File: src/hdl/rws_pkg.sv
// ----------------------------------------------------------------------------
// rws_pkg
// Shared types and constants of the roulette wheel selector.
// ----------------------------------------------------------------------------
`default_nettype none

package rws_pkg;

   localparam int MAX_POPULATION  = 64;
   localparam int FITNESS_BITS    = 32;
   localparam int DRAW_BITS       = 16;
   localparam int DRAW_FIELD_BITS = DRAW_BITS + 1;
   localparam int INDEX_BITS      = 6;
   localparam int SIZE_BITS       = 7;
   localparam int STATUS_BITS     = 2;
   localparam int SUM_BITS        = FITNESS_BITS + $clog2(MAX_POPULATION);
   localparam int PRODUCT_BITS    = SUM_BITS + DRAW_FIELD_BITS;

   localparam logic KIND_LOAD = 1'b0;
   localparam logic KIND_DRAW = 1'b1;

   localparam logic [STATUS_BITS-1:0] STATUS_OK         = 2'd0;
   localparam logic [STATUS_BITS-1:0] STATUS_ZERO_TOTAL = 2'd1;
   localparam logic [STATUS_BITS-1:0] STATUS_INCOMPLETE = 2'd2;

   typedef struct packed {
      logic                       kind;
      logic [FITNESS_BITS-1:0]    fitness_value;
      logic [DRAW_FIELD_BITS-1:0] draw_fraction;
   } request_type;

   typedef struct packed {
      logic [INDEX_BITS-1:0]  selected_index;
      logic [STATUS_BITS-1:0] status;
   } response_type;

   typedef struct packed {
      logic                  valid;
      logic                  found;
      logic [INDEX_BITS-1:0] index;
   } token_type;

endpackage

`default_nettype wire

File: src/hdl/rws_cell.sv
// ----------------------------------------------------------------------------
// rws_cell
// One wheel slot: holds a prefix sum and tests the passing draw token.
// ----------------------------------------------------------------------------
`default_nettype none

module rws_cell (
   input  wire logic                             clock,
   input  wire logic                             reset,
   input  wire logic                             write_enable,
   input  wire logic [rws_pkg::SUM_BITS-1:0]     write_data,
   input  wire logic [rws_pkg::INDEX_BITS-1:0]   cell_index,
   input  wire logic [rws_pkg::INDEX_BITS-1:0]   last_index,
   input  wire logic [rws_pkg::PRODUCT_BITS-1:0] product,
   input  wire rws_pkg::token_type               token_i,
   output rws_pkg::token_type                    token_o
);
   import rws_pkg::*;

   logic [SUM_BITS-1:0]     prefix_ff;
   logic [PRODUCT_BITS-1:0] scaled;
   logic                    hit;
   token_type               token_ff;
   token_type               token_in;

   assign scaled = PRODUCT_BITS'({prefix_ff, {DRAW_BITS{1'b0}}});
   assign hit    = token_i.valid && !token_i.found &&
                   ((cell_index == last_index) || (product <= scaled));

   always_comb begin
      token_in.valid = token_i.valid;
      token_in.found = token_i.found || hit;
      token_in.index = hit ? cell_index : token_i.index;
   end

   always_ff @(posedge clock) begin
      if (reset) begin
         token_ff.valid <= 1'b0;
      end else begin
         token_ff.valid <= token_in.valid;
      end
      token_ff.found <= token_in.found;
      token_ff.index <= token_in.index;
      if (write_enable) begin
         prefix_ff <= write_data;
      end
   end

   assign token_o = token_ff;

endmodule

`default_nettype wire

File: config.mk
export PLATFORM = sky130hd
export DESIGN_NAME = rws_cell
export DESIGN_NICKNAME = d
export VERILOG_FILES = /design/src/hdl/rws_pkg.sv /design/src/hdl/rws_cell.sv
export SDC_FILE = /design/constraint.sdc
export NUM_CORES = 1
export LEC_CHECK = 0
export BUFFER_PORTS_ARGS = -buffer_cell sky130_fd_sc_hd__buf_2
export CAP_MARGIN = 20
export CORE_MARGIN = 1
export CORE_UTILIZATION = 46
export CTS_CLUSTER_SIZE = 20
export DETAILED_ROUTE_END_ITERATION = 6
export MAX_ROUTING_LAYER = met4
export PLACE_DENSITY_LB_ADDON = 0.25
export SYNTH_ARGS = -nofsm -noshare
export SYNTH_HDL_FRONTEND = slang
export SYNTH_SLANG_ARGS = --single-unit
File: constraint.sdc
create_clock -name clock -period 2.4 [get_ports clock]
set_input_delay 0.24 -clock clock [delete_from_list [all_inputs] [get_ports clock]]
set_output_delay 0.24 -clock clock [all_outputs]
set_load 0.005 [all_outputs]
# Word-level counts from Yosys, hierarchy flattened

Cells that the tools add are included.

Flip-flop bits (word level): 46
Output and inout bits: 8
Input bits: 116

Reductions and logical operators: 5
Magnitude comparators: 1
Muxes and demuxes: 1
Equal/unequal tests: 1

Operators with widths:

| kind                | number |
|---|---|
| $le A55 B54 Y1      | 1 |
| $eq A6 B6 Y1        | 1 |
| $mux W6             | 1 |
| $logic_and A1 B1 Y1 | 2 |
| $logic_or A1 B1 Y1  | 2 |
| $logic_not A1 Y1    | 1 |

# Depth between registers and ports, before layout

Gate-level depths: netlist of the first run.

Word-level depth: 4
Gate-level depth with buffers: 8
Gate-level depth less buffers: 8

# Worst setup path before layout of the first run

OpenSTA, ideal clock, no wires.

Path kind: reg2reg
From: register prefix_ff[21]
To: register token_ff, in the netlist token_o[0]
Required time: 2.279 ns
Period minus slack after synthesis: 2.063 ns
Cell stages (with the launch flop): 9
Arrival time: 1.942 ns
Buffers on the path: 0
Setup slack: 0.337 ns
Cells stage by stage: edfxtp_1 -> inv_1 -> ha_1 -> nand4_1 -> nor2_1 -> a221o_1 -> o21a_1 -> o2bb2ai_4 -> mux2_4

RTL lines:

| what                   | RTL line       | RTL |
|---|---|---|
| start, declared        | rws_cell.sv:20 | `logic [SUM_BITS-1:0] prefix_ff;` |
| start signal, assigned | rws_cell.sv:45 | `prefix_ff <= write_data;` |
| end, declared          | rws_cell.sv:23 | `token_type token_ff;` |

==> summary.txt, run 1 <==
Status
  • Status: finished clean

Worst setup path
  • CP required: 2580 ps
  • Reg2reg setup slack: 110 ps
  • Worst Setup End Kind: flip-flop
  • Startpoint types: flip-flop
  • Crit Path Category: reg2reg
  • Crit-path max FO: 6
  • CP arrival: around 2500 ps

STA
  • Post-route setup TNS: 0 ps
  • Fmax: 0.436 GHz
  • Tightest Pin Transition: 835 ps
  • Fin. Hold Viols: 0
  • Min Clock Period, post-route: approximately 2300 ps
  • Setup Viol. Count Final: 0
  • Tcrit/Tclk final: 0.955
  • Post-route clock skew: ~6.4 ps
  • Max Transition Viols Final: 0
  • Rel. slew slack: 0.443
  • RSZ-0062 raised after global routing: false

Detailed routing
  • WL final: just over 5000 um
  • DRC violations left: 0
  • DR vias: around 2000
  • Antenna-violating nets left: 0
  • Routed WL per cell: between 10 and 15 um
  • Drt first pass iters: 4
  • Routed vias/inst: 4.76
  • Initial DRC count: 46

GRT
  • Total GRT Usage: 0.186
  • GRT overflow: 0
  • Vias in the first global route: a little under 2000
  • Global-route wire length before repair: 8260 um
  • Initial antenna violation count: 0
  • Pin count of the biggest net entering global routing: 39

Power
  • Seq pwr share: 0.516
  • Lkg Pwr: 1.70 nW
  • Switch Pwr: about 0.42 mW
  • Combinational power share: 0.182
  • Pwr dens: around 540 nW/um2
  • Int Pwr: 1.42 mW
  • Peak VDD IR: 0.419 mV
  • Sw Share: 0.227
  • Clk pwr share: 0.302

Finish
  • Layout fillers: 441
  • Post-route cell area: 3380 um2
  • Synthesis-to-layout area growth: 32.3%
  • Most frequent cells in the layout: buf_2 (123), inv_1 (38), ha_1 (38), edfxtp_1 (38), a21oi_1 (14)
  • Share of cells above drive strength 1: 0.418
  • Final net count: 493
  • Ant diodes: 0
  • Most common cell after layout, fill and taps aside: buf_2

Logic synthesis
  • Synth Instances: 209
  • Mapped Nets: around 360
  • Sequential cell area fraction in the yosys report: 0.509
  • Netlist Area Pre-Place: 2550 um2
  • Avg Cell Area, Syn: 12.2 um2
  • Synth unique cells: 33
  • Synth Warn #: 0
  • Yosys reg bits: 46

CTS
  • Clock Latency Late Sink: 290 ps
  • Total number of H-tree levels: 2
  • Post-CTS Setup Inserts: 0
  • CTS Buf Count: 5
  • Clk buf depth: 2
  • Clock sinks: 46
  • Root buf cell: clkbuf_8
  • Clock Pin Slew Worst Setup and Hold Paths: 80 ps
  • CTS tree: yes

Floorplan
  • Starting density of the core: 0.488
  • Core region area: between 5000 and 6000 um2
  • Placement Rows: 26
  • Die height: 76.5 um
  • Top-Level Pins: 124
  • Full die area: 5860 um2
  • Die Wd: 76.5 um

Placement
  • Buffers on Ports: 123
  • Post-DP HPWL: 4180 um
  • RD Place Congestion: between 0.7 and 0.8
  • Placed Area: 3260 um2

Hold path
  • Min-Delay Path Class: in2reg

Run
  • Max-cap violations: 0
==> cells in the mapped netlist (all sizes together) <==
| cell type | number | share of area |
|---|---|---|
| o21a | 2 | 0.0059 |
| o21ai | 8 | 0.017 |
| nor3 | 3 | 0.0059 |
| xor2 | 4 | 0.014 |
| a21oi | 14 | 0.027 |
| a31o | 1 | 0.0034 |
| nor2b | 3 | 0.0073 |
| mux2 | 6 | 0.035 |
| a21o | 3 | 0.0088 |
| o2bb2ai | 2 | 0.014 |
| nor4 | 6 | 0.023 |
| a41o | 1 | 0.0039 |
| a221o | 1 | 0.0039 |
| a211oi | 2 | 0.0059 |
| nand4b | 2 | 0.0093 |
| xnor2 | 2 | 0.0069 |
| nand3 | 2 | 0.0039 |
| ha | 38 | 0.19 |
| dfxtp | 8 | 0.063 |
| nand4 | 9 | 0.022 |
| edfxtp | 38 | 0.45 |
| and4b | 1 | 0.0039 |
| o311ai | 1 | 0.0034 |
| nor2 | 4 | 0.0059 |
| a22oi | 1 | 0.0029 |
| nand3b | 1 | 0.0029 |
| nand2 | 8 | 0.012 |
| inv | 38 | 0.056 |
==> metrics by stage <==
stage	total power, mW	worst slack, ps	util	instances	hold WS [ps]
after floorplan	1.13	337	-	209	312
after global placement	1.28	160	0.622	402	413
after detailed placement	1.30	148	0.622	402	416
after CTS	1.86	127	0.642	410	100
after global routing	1.94	0.00577	0.645	410	96.2
final	1.83	109	0.645	410	118
==> cells by family (layout without fill, tap and decap cells) <==
kind of cell | count (synthesis) | after routing | synth area share
buffers and inverters | 38 | 169 | 0.0558
flip-flops | 46 | 46 | 0.509
AO/OA/AOI/OAI | 36 | 36 | 0.0970
XOR/XNOR | 6 | 6 | 0.0206
multiplexers | 6 | 6 | 0.0353
AND/OR/NAND/NOR | 39 | 39 | 0.0960
adder cells (fa/ha/maj) | 38 | 38 | 0.186
==> critical path: stages (launching register included) <==
cell       delay (ps)
edfxtp_1          380
inv_1              60
ha_1              240
nand4_1           220
nor2_1            100
a221o_1           360
o21a_1            230
o2bb2ai_4         260
mux2_4            330
==> power by group through the flow <==
stage                     clock network [mW]  registers [mW]  logic (mW)
after global placement                     0           0.962       0.321
final                                  0.553           0.946       0.333
after CTS                              0.575           0.946       0.335
after detailed placement                   0           0.965       0.333
after floorplan                            0           0.962       0.173
after global routing                   0.605           0.953       0.382
==> layer usage <==
layer / global-route usage / vias up / wire length [um]
met3: 0.0395 / 4 / 224
li1: - / 1023 / -
met2: 0.320 / 59 / 2630
met5: - / - / 0
met4: 0.0519 / 0 / 38
met1: 0.219 / 864 / 2150
==> cell type report <==
| type | instances | area, um2 | area share |
|---|---|---|---|
| multi-input cells | 125 | 1130 | 0.333 |
| flip-flops and latches | 46 | 1300 | 0.385 |
| clock inverters | 1 | 30.0 | 0.00888 |
| clock buffers | 7 | 76.3 | 0.0226 |
| repair buffers | 123 | 616 | 0.182 |
| inverters | 38 | 143 | 0.0422 |
| well taps | 70 | 87.6 | 0.0259 |
==> sequential cells by signal, indices dropped and copies added (netlist names) <==
name and cells:
token_o 8, prefix_ff 38
==> path summary, 6_finish.rpt <==
check                              startpoint    endpoint  cells after the start
worst max-delay path            prefix_ff[20]  token_o[1]                      8
worst min-delay path                    reset  token_o[7]                      2
worst max register to register  prefix_ff[20]  token_o[1]                      8
worst min register to register   prefix_ff[6]  token_o[6]                      5
==> repair_timing <==
| action | 4_1_cts | 5_1_grt |
|---|---|---|
| hold buffers | 0 | 0 |
| endpoints found under the hold margin | 0 | 0 |
| endpoints found under the setup margin | 0 | 6 |
| gates resized for setup | 0 | 2 |
(Power assumes the default switching activity.)
==> inputs of run 2 (changes only) <==
--- a/config.mk
+++ b/config.mk
@@ -11,6 +11,7 @@
 export CORE_UTILIZATION = 46
 export CTS_CLUSTER_SIZE = 20
 export DETAILED_ROUTE_END_ITERATION = 6
+export GPL_TIMING_DRIVEN = 0
 export MAX_ROUTING_LAYER = met4
 export PLACE_DENSITY_LB_ADDON = 0.25
 export SYNTH_ARGS = -nofsm -noshare
==> run 2 against run 1 <==
Compared with the run above: global-route usage decreased by 0.39 points; non-clock buffer count is the same; sequential power barely moved; worst setup slack gained 46 ps; via count increased by 0.67%; utilization fell by 0.43 points; design area decreased by 0.67%; sequential share of layout area increased by 0.26 points; largest power group unchanged; clock skew rose by 7.3 ps.
==> summary.txt, run 2 (synthesis results as in run 1) <==
CTS
  • Post-CTS resize count: 0
  • Clk buf depth: 2
  • Total number of H-tree levels: 2
  • CTS tree: yes
  • Post-CTS Setup Inserts: 0
  • Clock sinks: 46
  • CTS Buf Count: 5
  • Clock Pin Slew Worst Setup and Hold Paths: 90 ps
  • Clock Latency Late Sink: 290 ps
  • Cts-stage hold buffer count: 0
  • Root buf cell: clkbuf_8

Finish
  • Ant diodes: 0
  • Synthesis-to-layout area growth: 31.4%
  • Most common cell after layout, fill and taps aside: buf_2
  • Reg with most FFs: prefix_ff
  • Final net count: 493
  • Max FFs per register: 38
  • Layout Cells excl Fill: 410
  • Post-layout util: 0.641
  • Most frequent cells in the layout: buf_2 (123), inv_1 (38), ha_1 (38), edfxtp_1 (38), a21oi_1 (14)
  • Share of cells above drive strength 1: 0.418

STA
  • Rel. slew slack: 0.460
  • Fin. Hold Viols: 0
  • Tightest Pin Transition: 810 ps
  • Setup Viol. Count Final: 0
  • Fmax: 0.445 GHz
  • Post-route clock skew: 13.7 ps
  • Post-route setup TNS: 0 ps
  • Max Transition Viols Final: 0
  • Tcrit/Tclk final: 0.936
  • Min Clock Period, post-route: 2250 ps
  • RSZ-0062 raised after global routing: false
  • Hold_ws: ~110 ps

Detailed routing
  • DRC violations left: 0
  • DR vias: 1963
  • Antenna-violating nets left: 0
  • Initial DRC count: 14
  • Routed WL per cell: 11.9 um
  • Drt first pass iters: 4
  • Routed vias/inst: 4.79
  • WL final: just under 5000 um

Worst setup path
  • CP arrival: 2420 ps
  • Startpoint types: flip-flop
  • Largest stage delay, worst path: 370 ps
  • CP required: 2570 ps
  • CP cell instances: inv_1 > ha_1 > nand4_1 > nor2_1 > a221o_1 > o21a_1 > o2bb2ai_4 > mux2_4
  • Cells on worst reg2reg path: 8
  • Worst path slowest cell: edfxtp_1
  • Reg-to-Reg End: token_o[4]
  • Worst path bufs/invs: 1
  • WP depth: 8
  • Reg2reg setup slack: 150 ps
  • Reg2reg start: prefix_ff[20]
  • CP top delay family: compound AO/OA/AOI/OAI gates
  • CP startpoint: prefix_ff[20]
  • CP endpoint: token_o[4]
  • Crit Path Category: reg2reg
  • Worst Setup End Kind: flip-flop
  • Crit-path max FO: 6

Status
  • Status: finished clean

GRT
  • Global-route wire length before repair: 7990 um
  • GRT overflow: 0
  • Pin count of the biggest net entering global routing: 39
  • Vias in the first global route: between 1500 and 2000
  • Total GRT Usage: 0.182
  • Initial antenna violation count: 0

Power
  • Peak VDD IR: 0.396 mV
  • Lkg Pwr: ~1.7 nW
  • Pwr dens: approximately 500 nW/um2

Floorplan
  • Die Wd: around 77 um
  • Placement Rows: 26
  • Core region area: roughly 5200 um2
  • Full die area: 5860 um2
  • Starting density of the core: 0.488
  • Die height: around 77 um
  • Top-Level Pins: around 120

Placement
  • Placed cell count: 402
  • Post-DP HPWL: 4190 um
  • Buffers on Ports: 123
  • RD Place Congestion: 0.755

Run
  • Max-cap violations: 0

Hold path
  • WHS Path Cells: 1
  • Min-Delay Path Class: in2reg
[run 2: cell types whose count changed in the layout (fill, tap and decap cells not counted)]
cell	delta
o21ai_1	+1
o21ai_0	-1
clkinvlp_4	+1
bufinv_16	-1
[run 2: area by class of cell]
cell class                      count  area (um2)
Fill cell                         437        1880
Sequential cell                    46        1300
Multi-Input combinational cell    125        1130
Timing Repair Buffer              123         616
Inverter                           38         143
Tap cell                           70        87.6
Clock buffer                        7        76.3
Clock inverter                      1        7.51
[run 2: through the flow]
step | total power [mW] | instance area [um2] | setup WS, ps
6_report | 1.72 | 3360 | 154
3_5_place_dp | 1.30 | 3260 | 155
4_1_cts | 1.74 | 3340 | 134
2_1_floorplan | 1.13 | 2550 | 337
5_1_grt | 1.83 | 3360 | 2.42
3_3_place_gp | 1.28 | 3260 | 185
[run 2: worst register-to-register path, cell delays in order (launching register included)]
cell       delay (ps)
edfxtp_1          370
inv_1              60
ha_1              230
nand4_1           220
nor2_1             80
a221o_1           360
o21a_1            220
o2bb2ai_4         260
mux2_4            330
[run 2: power by group]
part / total (mW) / leakage, nW / internal [mW] / switching [mW]
clock: 0.443 / 0.0385 / 0.206 / 0.237
sequential: 0.945 / 0.439 / 0.931 / 0.0145
combinational: 0.332 / 1.21 / 0.174 / 0.158
[run 2: how the worst min path moves through the flow]
stage	slack [ps]	from	to
after detailed placement	420	reset	token_o[7]
final	110	write_data[12]	prefix_ff[12]
after global routing	90	write_data[12]	prefix_ff[12]
after CTS	100	write_data[12]	prefix_ff[12]
after global placement	420	write_data[1]	prefix_ff[1]
after floorplan	310	reset	token_o[7]
[run 2: per-layer routing]
layer / up-vias / track usage / share of wire
met5: - / - / 0
met4: 0 / 0.0635 / 0.014
met3: 6 / 0.0455 / 0.055
met2: 59 / 0.323 / 0.52
met1: 873 / 0.197 / 0.41
li1: 1025 / - / -
==> inputs of run 3 (changes only) <==
--- a/config.mk
+++ b/config.mk
@@ -8,7 +8,7 @@
 export BUFFER_PORTS_ARGS = -buffer_cell sky130_fd_sc_hd__buf_2
 export CAP_MARGIN = 20
 export CORE_MARGIN = 1
-export CORE_UTILIZATION = 46
+export CORE_UTILIZATION = 45
 export CTS_CLUSTER_SIZE = 20
 export DETAILED_ROUTE_END_ITERATION = 6
 export GPL_TIMING_DRIVEN = 0
==> run 3 against run 2 <==
Compared with the run above: register-to-register slack better by 20 ps; total power up 0.85%; die area up 2.2%.
==> summary.txt, run 3 (synthesis results as in run 1) <==
Finish
  • Post-layout util: 0.616
  • Ant diodes: 0
  • Most common cell after layout, fill and taps aside: buf_2
  • Share of cells above drive strength 1: 0.421
  • Synthesis-to-layout area growth: 32.0%
  • Reg with most FFs: prefix_ff
  • Max FFs per register: 38
  • Final net count: between 400 and 500
  • Layout Cells excl Fill: 412
  • Most frequent cells in the layout: buf_2 (123), inv_1 (38), ha_1 (38), edfxtp_1 (38), a21oi_1 (14)

Worst setup path
  • Reg-to-Reg End: token_o[4]
  • Largest stage delay, worst path: 370 ps
  • Crit Path Category: reg2reg
  • CP arrival: about 2400 ps
  • Startpoint types: flip-flop
  • WP depth: 8
  • Reg2reg start: prefix_ff[20]
  • CP top delay family: compound AO/OA/AOI/OAI gates
  • CP cell instances: inv_1 > ha_1 > nand4_1 > nor2_1 > a221o_1 > o21a_1 > o2bb2ai_4 > mux2_4
  • Worst path slowest cell: edfxtp_1
  • Worst Setup End Kind: flip-flop
  • Worst path bufs/invs: 1
  • Reg2reg setup slack: 170 ps
  • CP endpoint: token_o[4]
  • Crit-path max FO: 6
  • CP required: 2580 ps
  • CP startpoint: prefix_ff[20]
  • Cells on worst reg2reg path: 8

GRT
  • Pin count of the biggest net entering global routing: 39
  • Initial antenna violation count: 0
  • Met1 usage: 0.193
  • GRT overflow: 0
  • Met2 Use GR: 0.333
  • Met3 Track Usage GR: 0.0482
  • Vias in the first global route: slightly below 2000
  • Total GRT Usage: 0.182
  • Most Crowded Layer GR: met2
  • Global-route wire length before repair: between 8000 and 9000 um

Power
  • Switch Pwr: around 0.43 mW
  • Int Pwr: 1.30 mW
  • Combinational power share: 0.193
  • Clk pwr share: 0.262
  • Peak VDD IR: 0.381 mV
  • Sw Share: 0.248
  • Pwr dens: ~510 nW/um2
  • Lkg Pwr: 1.69 nW
  • Seq pwr share: 0.545

Detailed routing
  • Antenna-violating nets left: 0
  • Routed WL per cell: ~12 um
  • Drt first pass iters: 4
  • DRC violations left: 0
  • Initial DRC count: 55
  • WL final: 5080 um
  • DR vias: 1977
  • Routed vias/inst: 4.80

CTS
  • Post-CTS Setup Inserts: 0
  • Clk buf depth: 2
  • Clock Latency Late Sink: 300 ps
  • CTS tree: yes
  • CTS Buf Count: 5
  • Post-CTS resize count: 0
  • Clock Pin Slew Worst Setup and Hold Paths: 90 ps
  • Clock sinks: 46
  • Root buf cell: clkbuf_8
  • Total number of H-tree levels: 2
  • Cts-stage hold buffer count: 0

STA
  • Tcrit/Tclk final: 0.929
  • RSZ-0062 raised after global routing: false
  • Post-route setup TNS: 0 ps
  • Tightest Pin Transition: 856 ps
  • Fin. Hold Viols: 0
  • Rel. slew slack: 0.429
  • Setup Viol. Count Final: 0
  • Post-route clock skew: approximately 13 ps
  • Fmax: 0.448 GHz
  • Min Clock Period, post-route: ~2200 ps
  • Max Transition Viols Final: 0

Placement
  • RD Place Congestion: 0.738
  • Buffers on Ports: 123
  • Placed cell count: 404
  • Post-DP HPWL: 4230 um

Floorplan
  • Die height: ~77 um
  • Starting density of the core: 0.467
  • Core region area: roughly 5500 um2
  • Full die area: 5980 um2
  • Placement Rows: 27
  • Top-Level Pins: 124
  • Die Wd: 77.4 um

Status
  • Status: finished clean

Run
  • Max-cap violations: 0

Hold path
  • Min-Delay Path Class: in2reg
-- run 3: cell types whose count changed in the layout (fill, tap and decap cells not counted), sizes merged --
| cell | delta |
|---|---|
| clkinv | +3 |
| clkbuf | -2 |
| clkinvlp | -1 |
-- run 3: power groups by stage --
stage | Sequential (mW) | Clock, mW | Combinational, mW
final | 0.946 | 0.455 | 0.334
after global routing | 0.953 | 0.501 | 0.383
after CTS | 0.946 | 0.475 | 0.336
after detailed placement | 0.965 | 0 | 0.334
after global placement | 0.962 | 0 | 0.320
after floorplan | 0.962 | 0 | 0.173
-- run 3: how the worst min path moves through the flow --
stage          depth (start not counted)  slack, ps    endpoint  startpoint
2_1_floorplan                          1        310  token_o[7]       reset
3_3_place_gp                           2        400  token_o[7]       reset
3_5_place_dp                           2        410  token_o[7]       reset
4_1_cts                                2         80  token_o[7]       reset
5_1_grt                                2         80  token_o[7]       reset
6_report                               2         90  token_o[7]       reset
-- run 3: per-layer routing --
metal	routed length (um)	share of wire	up-vias
met5	0	0	-
met4	43	0.0085	0
met3	323	0.064	4
met2	2660	0.52	60
met1	2050	0.40	888
li1	-	-	1025
-- run 3: through the flow --
step / hold slack, ps / power, mW / instance area, um2 / setup slack, ps
after global placement: 397 / 1.28 / 3260 / 150
after CTS: 82.3 / 1.76 / 3350 / 102
final: 89.0 / 1.74 / 3370 / 170
after detailed placement: 409 / 1.30 / 3260 / 126
after floorplan: 312 / 1.13 / 2550 / 337
after global routing: 77.8 / 1.84 / 3370 / 12.7
-- run 3: final cells by class --
cell class                      instances  area, um2
Sequential cell                        46       1300
Fill cell                             479       2100
Multi-Input combinational cell        125       1140
Clock inverter                          3       16.3
Inverter                               38        143
Tap cell                               72       90.1
Timing Repair Buffer                  123        616
Clock buffer                            5       68.8
-- run 3: worst reg2reg max path, stage by stage, from the launching register on --
cell	delay, ps
edfxtp_1	370
inv_1	60
ha_1	240
nand4_1	230
nor2_1	70
a221o_1	330
o21a_1	210
o2bb2ai_4	270
mux2_4	330
